--- config.mk ---
export PLATFORM = sky130hd
export DESIGN_NAME = three_wire_rtc_serial_master_unit_flat
export DESIGN_NICKNAME = d
export VERILOG_FILES = /design/src/twrtc_pkg.sv /design/src/twrtc_in_if.sv /design/src/twrtc_out_if.sv /design/src/three_wire_rtc_serial_master_unit.sv /design/src/twrtc_engine.sv /design/src/flat_wrapper.sv
export SDC_FILE = /design/constraint.sdc
export NUM_CORES = 1
export LEC_CHECK = 0
export ABC_AREA = 1
export ABC_CLOCK_PERIOD_IN_PS = 3900
export BUFFER_PORTS_ARGS = -buffer_cell sky130_fd_sc_hd__buf_2
export CAP_MARGIN = 10
export CORE_ASPECT_RATIO = 0.8
export CORE_MARGIN = 2
export CORE_UTILIZATION = 52
export DETAILED_ROUTE_END_ITERATION = 10
export PLACE_DENSITY = 0.76
export SLEW_MARGIN = 25
export SYNTH_ARGS = -nofsm -noshare
export SYNTH_HDL_FRONTEND = slang
export SYNTH_SLANG_ARGS = --single-unit
--- constraint.sdc ---
create_clock -name clk_i -period 3.9 [get_ports clk_i]
set_clock_uncertainty 0.05 [all_clocks]
set_input_delay 0.195 -clock clk_i [delete_from_list [all_inputs] [get_ports clk_i]]
set_output_delay 0.195 -clock clk_i [all_outputs]
set_load 0.01 [all_outputs]
--- src/twrtc_pkg.sv ---
// ----------------------------------------------------------------------------
// twrtc_pkg
// Types and constants shared by the three-wire serial master.
// ----------------------------------------------------------------------------
package twrtc_pkg;

  localparam int unsigned BURST_DATA_BYTES_DEF = 7;
  localparam int unsigned STORE_DEPTH          = 7;
  localparam logic [7:0]  CTRL_BYTE            = 8'h00;

  // kind field values: 0 single write, 1 single read, 2 burst write, 3 burst read
  localparam int unsigned KIND_READ_BIT  = 0;
  localparam int unsigned KIND_BURST_BIT = 1;

  localparam logic [2:0] LAST_BIT = 3'd7;

  typedef logic [7:0] byte_t;

  typedef struct packed {
    logic       start_req;
    logic [1:0] kind;
    byte_t      command;
    byte_t      byte_0;
    byte_t      byte_1;
    byte_t      byte_2;
    byte_t      byte_3;
    byte_t      byte_4;
    byte_t      byte_5;
    byte_t      byte_6;
    logic       io_in;
  } in_item_t;

  typedef struct packed {
    logic  chip_enable;
    logic  io_drive;
    logic  io_level;
    logic  clock_pulse;
    logic  read_valid;
    byte_t read_value;
    logic  read_last;
    logic  busy_res;
  } out_item_t;

endpackage

--- src/twrtc_in_if.sv ---
// ----------------------------------------------------------------------------
// twrtc_in_if
// Valid/ready channel carrying one bit-slot item into the master.
// ----------------------------------------------------------------------------
interface twrtc_in_if;
  import twrtc_pkg::*;

  logic     valid;
  logic     ready;
  in_item_t data;

  modport source (output valid, output data, input ready);
  modport sink   (input valid, input data, output ready);
endinterface

--- src/twrtc_out_if.sv ---
// ----------------------------------------------------------------------------
// twrtc_out_if
// Valid/ready channel carrying one bit-slot result out of the master.
// ----------------------------------------------------------------------------
interface twrtc_out_if;
  import twrtc_pkg::*;

  logic      valid;
  logic      ready;
  out_item_t data;

  modport source (output valid, output data, input ready);
  modport sink   (input valid, input data, output ready);
endinterface

--- src/three_wire_rtc_serial_master_unit.sv ---
// ----------------------------------------------------------------------------
// three_wire_rtc_serial_master_unit
// Three-wire serial master, one bit slot per transfer, LSB first.
// ----------------------------------------------------------------------------
// Usage:
//   in_i carries one bit slot per transfer: start request, kind, command,
//   the seven write bytes and the sampled data line level. out_o returns one
//   result per slot: enable, drive, level, clock pulse, read byte and busy.
//   A start is taken only while idle; the start slot raises enable without
//   a clock, then 8 command slots, then 8 slots per data byte follow.
//   An input register feeds the slot logic, which loads the result register
//   that drives out_o. Throughput is one slot per cycle while the receiver
//   takes results; the transaction state advances as an item moves from the
//   input register into the result register. When the receiver stalls, the
//   result register holds, the input register fills, and ready on in_i drops
//   until the result is taken. Reset empties both registers and returns the
//   master to idle with all counters and shift registers cleared.
// ----------------------------------------------------------------------------
module three_wire_rtc_serial_master_unit #(
  parameter int unsigned BURST_DATA_BYTES = twrtc_pkg::BURST_DATA_BYTES_DEF
) (
  input  logic         clk_i,
  input  logic         rst_ni,
  twrtc_in_if.sink     in_i,
  twrtc_out_if.source  out_o
);
  import twrtc_pkg::*;

  logic      in_vld_q;
  in_item_t  in_item_q;
  logic      res_vld_q;
  out_item_t res_q;
  out_item_t step_res;
  logic      advance;

  assign advance     = in_vld_q && (!res_vld_q || out_o.ready);
  assign in_i.ready  = !in_vld_q || advance;
  assign out_o.valid = res_vld_q;
  assign out_o.data  = res_q;

  twrtc_engine #(
    .BURST_DATA_BYTES(BURST_DATA_BYTES)
  ) u_engine (
    .clk_i   (clk_i),
    .rst_ni  (rst_ni),
    .step_i  (advance),
    .item_i  (in_item_q),
    .result_o(step_res)
  );

  always_ff @(posedge clk_i or negedge rst_ni) begin
    if (!rst_ni) begin
      in_vld_q  <= 1'b0;
      res_vld_q <= 1'b0;
    end else begin
      if (in_i.ready) begin
        in_vld_q <= in_i.valid;
      end
      if (advance) begin
        res_vld_q <= 1'b1;
      end else if (out_o.ready) begin
        res_vld_q <= 1'b0;
      end
    end
  end

  always_ff @(posedge clk_i) begin
    if (in_i.ready && in_i.valid) begin
      in_item_q <= in_i.data;
    end
    if (advance) begin
      res_q <= step_res;
    end
  end

endmodule

--- src/twrtc_engine.sv ---
// ----------------------------------------------------------------------------
// twrtc_engine
// Transaction state and per-slot logic: command/data shifting, read assembly.
// ----------------------------------------------------------------------------
module twrtc_engine #(
  parameter int unsigned BURST_DATA_BYTES = twrtc_pkg::BURST_DATA_BYTES_DEF
) (
  input  logic                 clk_i,
  input  logic                 rst_ni,
  input  logic                 step_i,
  input  twrtc_pkg::in_item_t  item_i,
  output twrtc_pkg::out_item_t result_o
);
  import twrtc_pkg::*;

  // byte counter reaches burst length + 1; its increment reaches burst length + 2 before wrapping to idle
  localparam int unsigned CW = $clog2(BURST_DATA_BYTES + 3);
  localparam logic [CW-1:0] BURST_TOTAL = CW'(BURST_DATA_BYTES + 1);
  localparam logic [CW-1:0] ONE_BYTE    = CW'(1);

  logic          active_q, active_d;
  logic [1:0]    mode_q, mode_d;
  logic [2:0]    bit_count_q, bit_count_d;
  logic [CW-1:0] byte_count_q, byte_count_d;
  byte_t         shift_out_q, shift_out_d;
  byte_t         shift_in_q, shift_in_d;
  byte_t         store_q [STORE_DEPTH];
  logic          store_we;

  logic          reading;
  logic [CW-1:0] total;
  logic [CW-1:0] byte_next;
  logic [CW-1:0] data_idx;
  byte_t         next_byte;

  assign reading   = mode_q[KIND_READ_BIT] && (byte_count_q != '0);
  assign total     = mode_q[KIND_BURST_BIT] ? BURST_TOTAL : ONE_BYTE;
  assign byte_next = byte_count_q + ONE_BYTE;
  assign data_idx  = byte_next - ONE_BYTE;

  // write data for the byte that follows; control byte closes a burst
  always_comb begin
    next_byte = CTRL_BYTE;
    if (!mode_q[KIND_BURST_BIT]) begin
      next_byte = store_q[0];
    end else begin
      for (int i = 0; i < STORE_DEPTH; i++) begin
        if ((i < BURST_DATA_BYTES) && (data_idx == CW'(i))) begin
          next_byte = store_q[i];
        end
      end
    end
  end

  always_comb begin
    active_d     = active_q;
    mode_d       = mode_q;
    bit_count_d  = bit_count_q;
    byte_count_d = byte_count_q;
    shift_out_d  = shift_out_q;
    shift_in_d   = shift_in_q;
    store_we     = 1'b0;
    result_o     = '0;
    if (!active_q) begin
      if (item_i.start_req) begin
        active_d             = 1'b1;
        mode_d               = item_i.kind;
        bit_count_d          = '0;
        byte_count_d         = '0;
        shift_out_d          = item_i.command;
        shift_in_d           = '0;
        store_we             = 1'b1;
        result_o.chip_enable = 1'b1;
        result_o.busy_res    = 1'b1;
      end
    end else begin
      result_o.chip_enable = 1'b1;
      result_o.busy_res    = 1'b1;
      result_o.clock_pulse = 1'b1;
      if (reading) begin
        shift_in_d[bit_count_q] = shift_in_q[bit_count_q] | item_i.io_in;
      end else begin
        result_o.io_drive = 1'b1;
        result_o.io_level = shift_out_q[0];
        shift_out_d       = {1'b0, shift_out_q[7:1]};
      end
      if (bit_count_q == LAST_BIT) begin
        if (reading) begin
          result_o.read_valid = 1'b1;
          result_o.read_value = shift_in_d;
          result_o.read_last  = (byte_count_q == total);
        end
        bit_count_d = '0;
        shift_in_d  = '0;
        if (byte_next > total) begin
          active_d     = 1'b0;
          byte_count_d = '0;
        end else begin
          byte_count_d = byte_next;
          if (!mode_q[KIND_READ_BIT]) begin
            shift_out_d = next_byte;
          end
        end
      end else begin
        bit_count_d = bit_count_q + 3'd1;
      end
    end
  end

  always_ff @(posedge clk_i or negedge rst_ni) begin
    if (!rst_ni) begin
      active_q     <= 1'b0;
      mode_q       <= '0;
      bit_count_q  <= '0;
      byte_count_q <= '0;
      shift_out_q  <= '0;
      shift_in_q   <= '0;
    end else if (step_i) begin
      active_q     <= active_d;
      mode_q       <= mode_d;
      bit_count_q  <= bit_count_d;
      byte_count_q <= byte_count_d;
      shift_out_q  <= shift_out_d;
      shift_in_q   <= shift_in_d;
    end
  end

  always_ff @(posedge clk_i) begin
    if (step_i && store_we) begin
      store_q[0] <= item_i.byte_0;
      store_q[1] <= item_i.byte_1;
      store_q[2] <= item_i.byte_2;
      store_q[3] <= item_i.byte_3;
      store_q[4] <= item_i.byte_4;
      store_q[5] <= item_i.byte_5;
      store_q[6] <= item_i.byte_6;
    end
  end

endmodule

--- src/flat_wrapper.sv ---
// flat-port wrapper written by rule: the top's interface ports become plain ports
module three_wire_rtc_serial_master_unit_flat import twrtc_pkg::*;
#(
  parameter int unsigned BURST_DATA_BYTES = twrtc_pkg::BURST_DATA_BYTES_DEF
)
  (clk_i, rst_ni, in_i_valid, in_i_data, in_i_ready, out_o_valid, out_o_data, out_o_ready);
  twrtc_in_if in_i_i ();
  twrtc_out_if out_o_i ();
  input  logic clk_i;
  input  logic rst_ni;
  input wire logic [$bits(in_i_i.valid)-1:0] in_i_valid;
  input wire logic [$bits(in_i_i.data)-1:0] in_i_data;
  output wire logic [$bits(in_i_i.ready)-1:0] in_i_ready;
  output wire logic [$bits(out_o_i.valid)-1:0] out_o_valid;
  output wire logic [$bits(out_o_i.data)-1:0] out_o_data;
  input wire logic [$bits(out_o_i.ready)-1:0] out_o_ready;
  assign in_i_i.valid = in_i_valid;
  assign in_i_i.data = in_i_data;
  assign in_i_ready = in_i_i.ready;
  assign out_o_valid = out_o_i.valid;
  assign out_o_data = out_o_i.data;
  assign out_o_i.ready = out_o_ready;
  three_wire_rtc_serial_master_unit #(.BURST_DATA_BYTES(BURST_DATA_BYTES)) u_core (.clk_i(clk_i), .rst_ni(rst_ni), .in_i(in_i_i), .out_o(out_o_i));
endmodule
==> out/metrics.sh <==
POWER_PER_CELL_AREA_nW_PER_UM2=662
NUMBER_OF_TOP_LEVEL_PINS=89
SEQUENTIAL_AREA_SHARE_AFTER_SYNTHESIS=0.702
DIE_W_UM=133
CLOCK_SINK_COUNT=166
CRIT_FANOUT=13
ANTENNA_LEFT=0
FINISH.NET_COUNT=822
CTS_SETUP_BUFFERS=0
SYNTH_ENABLE_FLOP_CELLS=138
CP.REQUIRED_PS=4160
SETUP.WORST_PATH.CLASS='reg -> reg'
DRT_PRE_ANTENNA_ITERS=5
MAX_CAP_VIOLATIONS=0
FIRST_GLOBAL_VIAS=4712
PLACEMENTROWS=37
ASYNCSETRESETFLOPFRACSYNTH=0.169
GRTUSAGEMET1=0.281
CP_SLOWEST_CELL='dfrtp_1'
WORST_SETUP_SP_TYPE='register'
NUMBER_OF_WARNINGS_ISSUED_BY_YOSYS=0
DRT-INITIAL-DRC-COUNT=468
CLKSLEWWORSTSETUPHOLDPATHS_PS=60
ANTENNA-DIODE-COUNT=0
WORSTSKEWPAIRLATENCY_PS=420
CP_SLOWEST_STAGE_DELAY_PS=550
GR-USAGE-MET3=0.0478
CRITICAL_PATH_ARRIVAL_PS=3240
PLACE.PORT_BUFFERS=88
H-TREE-DEPTH=4
POWER.TOTAL_W=0.00584
GRT_ANTENNA_BEFORE_REPAIR=0
AVGSYNTHCELLAREA_UM2=12.0
RELATIVE_SLEW_SLACK=0.544
WORST_PATH_DOMINANT_CELL_FAMILY='simple AND/OR/NAND/NOR gates'
CORE_REGION_AREA_UM2=12900
PLACE.DETAILED.HPWL_UM=8970
TRITONCTS='done'
OVERALL_DIE_AREA_UM2=14200
GRT-OVFL-TOTAL=0
MIN_PATH_TYPE='in -> async'
CLOCKROOTBUFFER='clkbuf_16'
OUTCOME='finished, final reports clean'
POSTSYNTHCELLCOUNT=574
GRT_PASS1_WL_UM=23400
SYNTH_FF_TYPE='edfxtp_1'
DR_TOTAL_VIAS=4778
SYNTHTOPCELLSBYAREA='edfxtp_1 (60%), dfrtp_1 (10%), nand2_1 (5.7%), inv_1 (3.4%), a21oi_1 (3.4%)'
AVGVIACOUNTPERCELL=5.15
FIN_CRIT_SH=0.766
WORSTPATHBUFFERINVERTERCOUNT=3
GP_ROUTABILITY_CONGESTION=0.928
POWER.LEAKAGE_nW=3.60
POST_ROUTE_CELLS_DRIVE_ABOVE_1_SHARE=0.203
TIMING_HOLD_VIOLATIONS_FINAL=0
CTS-BUFFERS-INSERTED=17
AREA_GROWTH_PCT=27.6
FINAL.MIN_CLOCK_PERIOD_PS=2990
SYNTH.NET_COUNT=656
VDD.IR_DROP.WORST_V=0.000410
POST_DRT_WL_PER_CELL_UM=15.7
GRT_BUSIEST_LAYER='met2'
GRT_USAGE=0.218
CRIT_CHAIN='inv_1 -> ha_1 -> inv_1 -> nand3_2 -> nor2_2 -> nand2_2 -> nand2_4 -> nand2_4 -> nor2_4 -> inv_1 -> nand3_1 -> nand3_1 -> nand2_1 -> nand2_1 -> nand2_1 -> nand2_1 -> nand2_1 -> a21oi_2'
DETAIL_ROUTE.DRC_VIOLATIONS=0
POST_SYNTHESIS_CELL_TYPE_COUNT=37
COUNT_OF_FINAL_MAX_SLEW_CHECK_FAILURES=0
RSZ_0062_RAISED_AFTER_GLOBAL_ROUTING='false'
END_KIND='register'
GRT_MAX_DEGREE=52
WORSTSETUPPATHDEPTH=18
DRT_WL_TOTAL_UM=14600
SYNTH_LARGEST_AREA_CELL='edfxtp_1'
REG2REGPATHDEPTH=18
DIE_Y_EXTENT_UM=107
CTS-ROOT-TO-SINK-BUFFERS=2
CPMOSTUSEDCELL='nand2_1'
TIMING.SETUP.TNS_PS=0
WORST_SLEW_PIN_SLEW_PS=684
SYNTH-SEQ-CELLS=166
SYNTH_AREA_UM2=6910
FMAX_MHz=335
USE_MET2=0.360
SYNTH_TOP_AREA_SHARE=0.600
FINAL-SETUP-VIOL-COUNT=0
INITIAL_CELL_DENSITY_OF_THE_CORE=0.535
## worst paths after layout
kind                                                 start                             end  slack, ps
max reg2reg                u_core.u_engine.byte_count_q[0]  u_core.u_engine.shift_out_q[0]        910
max in group asynchronous                           rst_ni   u_core.u_engine.shift_in_q[0]       3050
min in group clk_i                     u_core.in_item_q[5]   u_core.u_engine.store_q[6][4]        370
max                        u_core.u_engine.byte_count_q[0]  u_core.u_engine.shift_out_q[0]        910
min                                                 rst_ni   u_core.u_engine.shift_in_q[4]        300
min reg2reg                            u_core.in_item_q[5]   u_core.u_engine.store_q[6][4]        370
## placed cells by master (no fill, tap or decap), drive strengths merged, types with 3 or more instances in the layout
| cell | instances |
|---|---|
| o21ai | 22 |
| o31ai | 7 |
| nand2 | 114 |
| bufinv | 3 |
| clkbuf | 18 |
| a21oi | 51 |
| dfrtp | 28 |
| edfxtp | 138 |
| dlygate4sd3 | 71 |
| inv | 73 |
| nand3 | 35 |
| a21boi | 3 |
| buf | 93 |
| nor2 | 36 |
| nand4 | 12 |
| o22ai | 12 |
| nor3 | 7 |
| or2 | 7 |
| clkinv | 7 |
| ha | 10 |
## area by class of cell
cell class,instances,area (um2)
Fill cell,880,4110
Sequential cell,166,4840
Clock inverter,13,173
Timing Repair Buffer,164,1190
Inverter,70,265
Clock buffer,18,429
Multi-Input combinational cell,321,1690
Tap cell,175,219
## routing by layer
metal  vias to the layer above  part of all wire
met2                       182              0.49
li1                       2328                 -
met4                         0             0.028
met1                      2232              0.43
met5                         -                 0
met3                        36             0.051
## kinds of logic (layout without fill, tap and decap cells)
| group | after synthesis | after routing | synth area share |
|---|---|---|---|
| simple gates | 212 | 212 | 0.144 |
| flops | 166 | 166 | 0.702 |
| compound gates | 98 | 98 | 0.0808 |
| buf+inv | 87 | 265 | 0.0545 |
| fa+ha+maj | 10 | 10 | 0.0181 |
| mux | 1 | 1 | 0.00145 |
## synthesized netlist by cell type, types with 3 or more instances
cell type	n
a21boi_1	3
a21oi_1	47
a21oi_2	4
buf_6	5
clkbuf_1	8
dfrtp_1	28
edfxtp_1	138
ha_1	10
inv_1	63
inv_2	4
nand2_1	105
nand2_2	6
nand2_4	3
nand3_1	33
nand4_1	12
nor2_1	29
nor2_2	3
nor2_4	4
nor3_1	7
o21ai_0	21
o22ai_1	12
o31ai_1	7
or2_1	4
## metrics by stage
step / cells / util / hold slack [ps] / instance area [um2] / setup WS, ps
3_3_place_gp: 825 / 0.581 / 208 / 7500 / 1130
5_1_grt: 927 / 0.682 / 353 / 8810 / 708
4_1_cts: 927 / 0.682 / 329 / 8810 / 958
6_report: 927 / 0.682 / 302 / 8810 / 911
3_5_place_dp: 825 / 0.581 / 222 / 7500 / 1010
2_1_floorplan: 574 / - / -151 / 6910 / 723
## sequential cells by signal, summed over array words and instances (netlist names)
name,count
u_core.u_engine.active_q,1
u_core.u_engine.mode_q,2
u_core.u_engine.shift_in_q,8
u_core.u_engine.byte_count_q,4
u_core.in_vld_q,1
u_core.u_engine.shift_out_q,8
u_core.out_o.data,14
u_core.u_engine.bit_count_q,3
u_core.u_engine.store_q,56
u_core.in_item_q,68
u_core.out_o.valid,1
## where the power goes
group          internal (W)  switching [W]
clock               0.00102       0.000692
combinational      0.000631        0.00122
sequential          0.00215       0.000126
total               0.00380        0.00204
## what timing repair did
action	CTS	global route
hold buffers	71	0
hold endpoints to repair	98	0
gates resized for setup	0	0
Note: power is estimated with default switching activity, not from simulation.
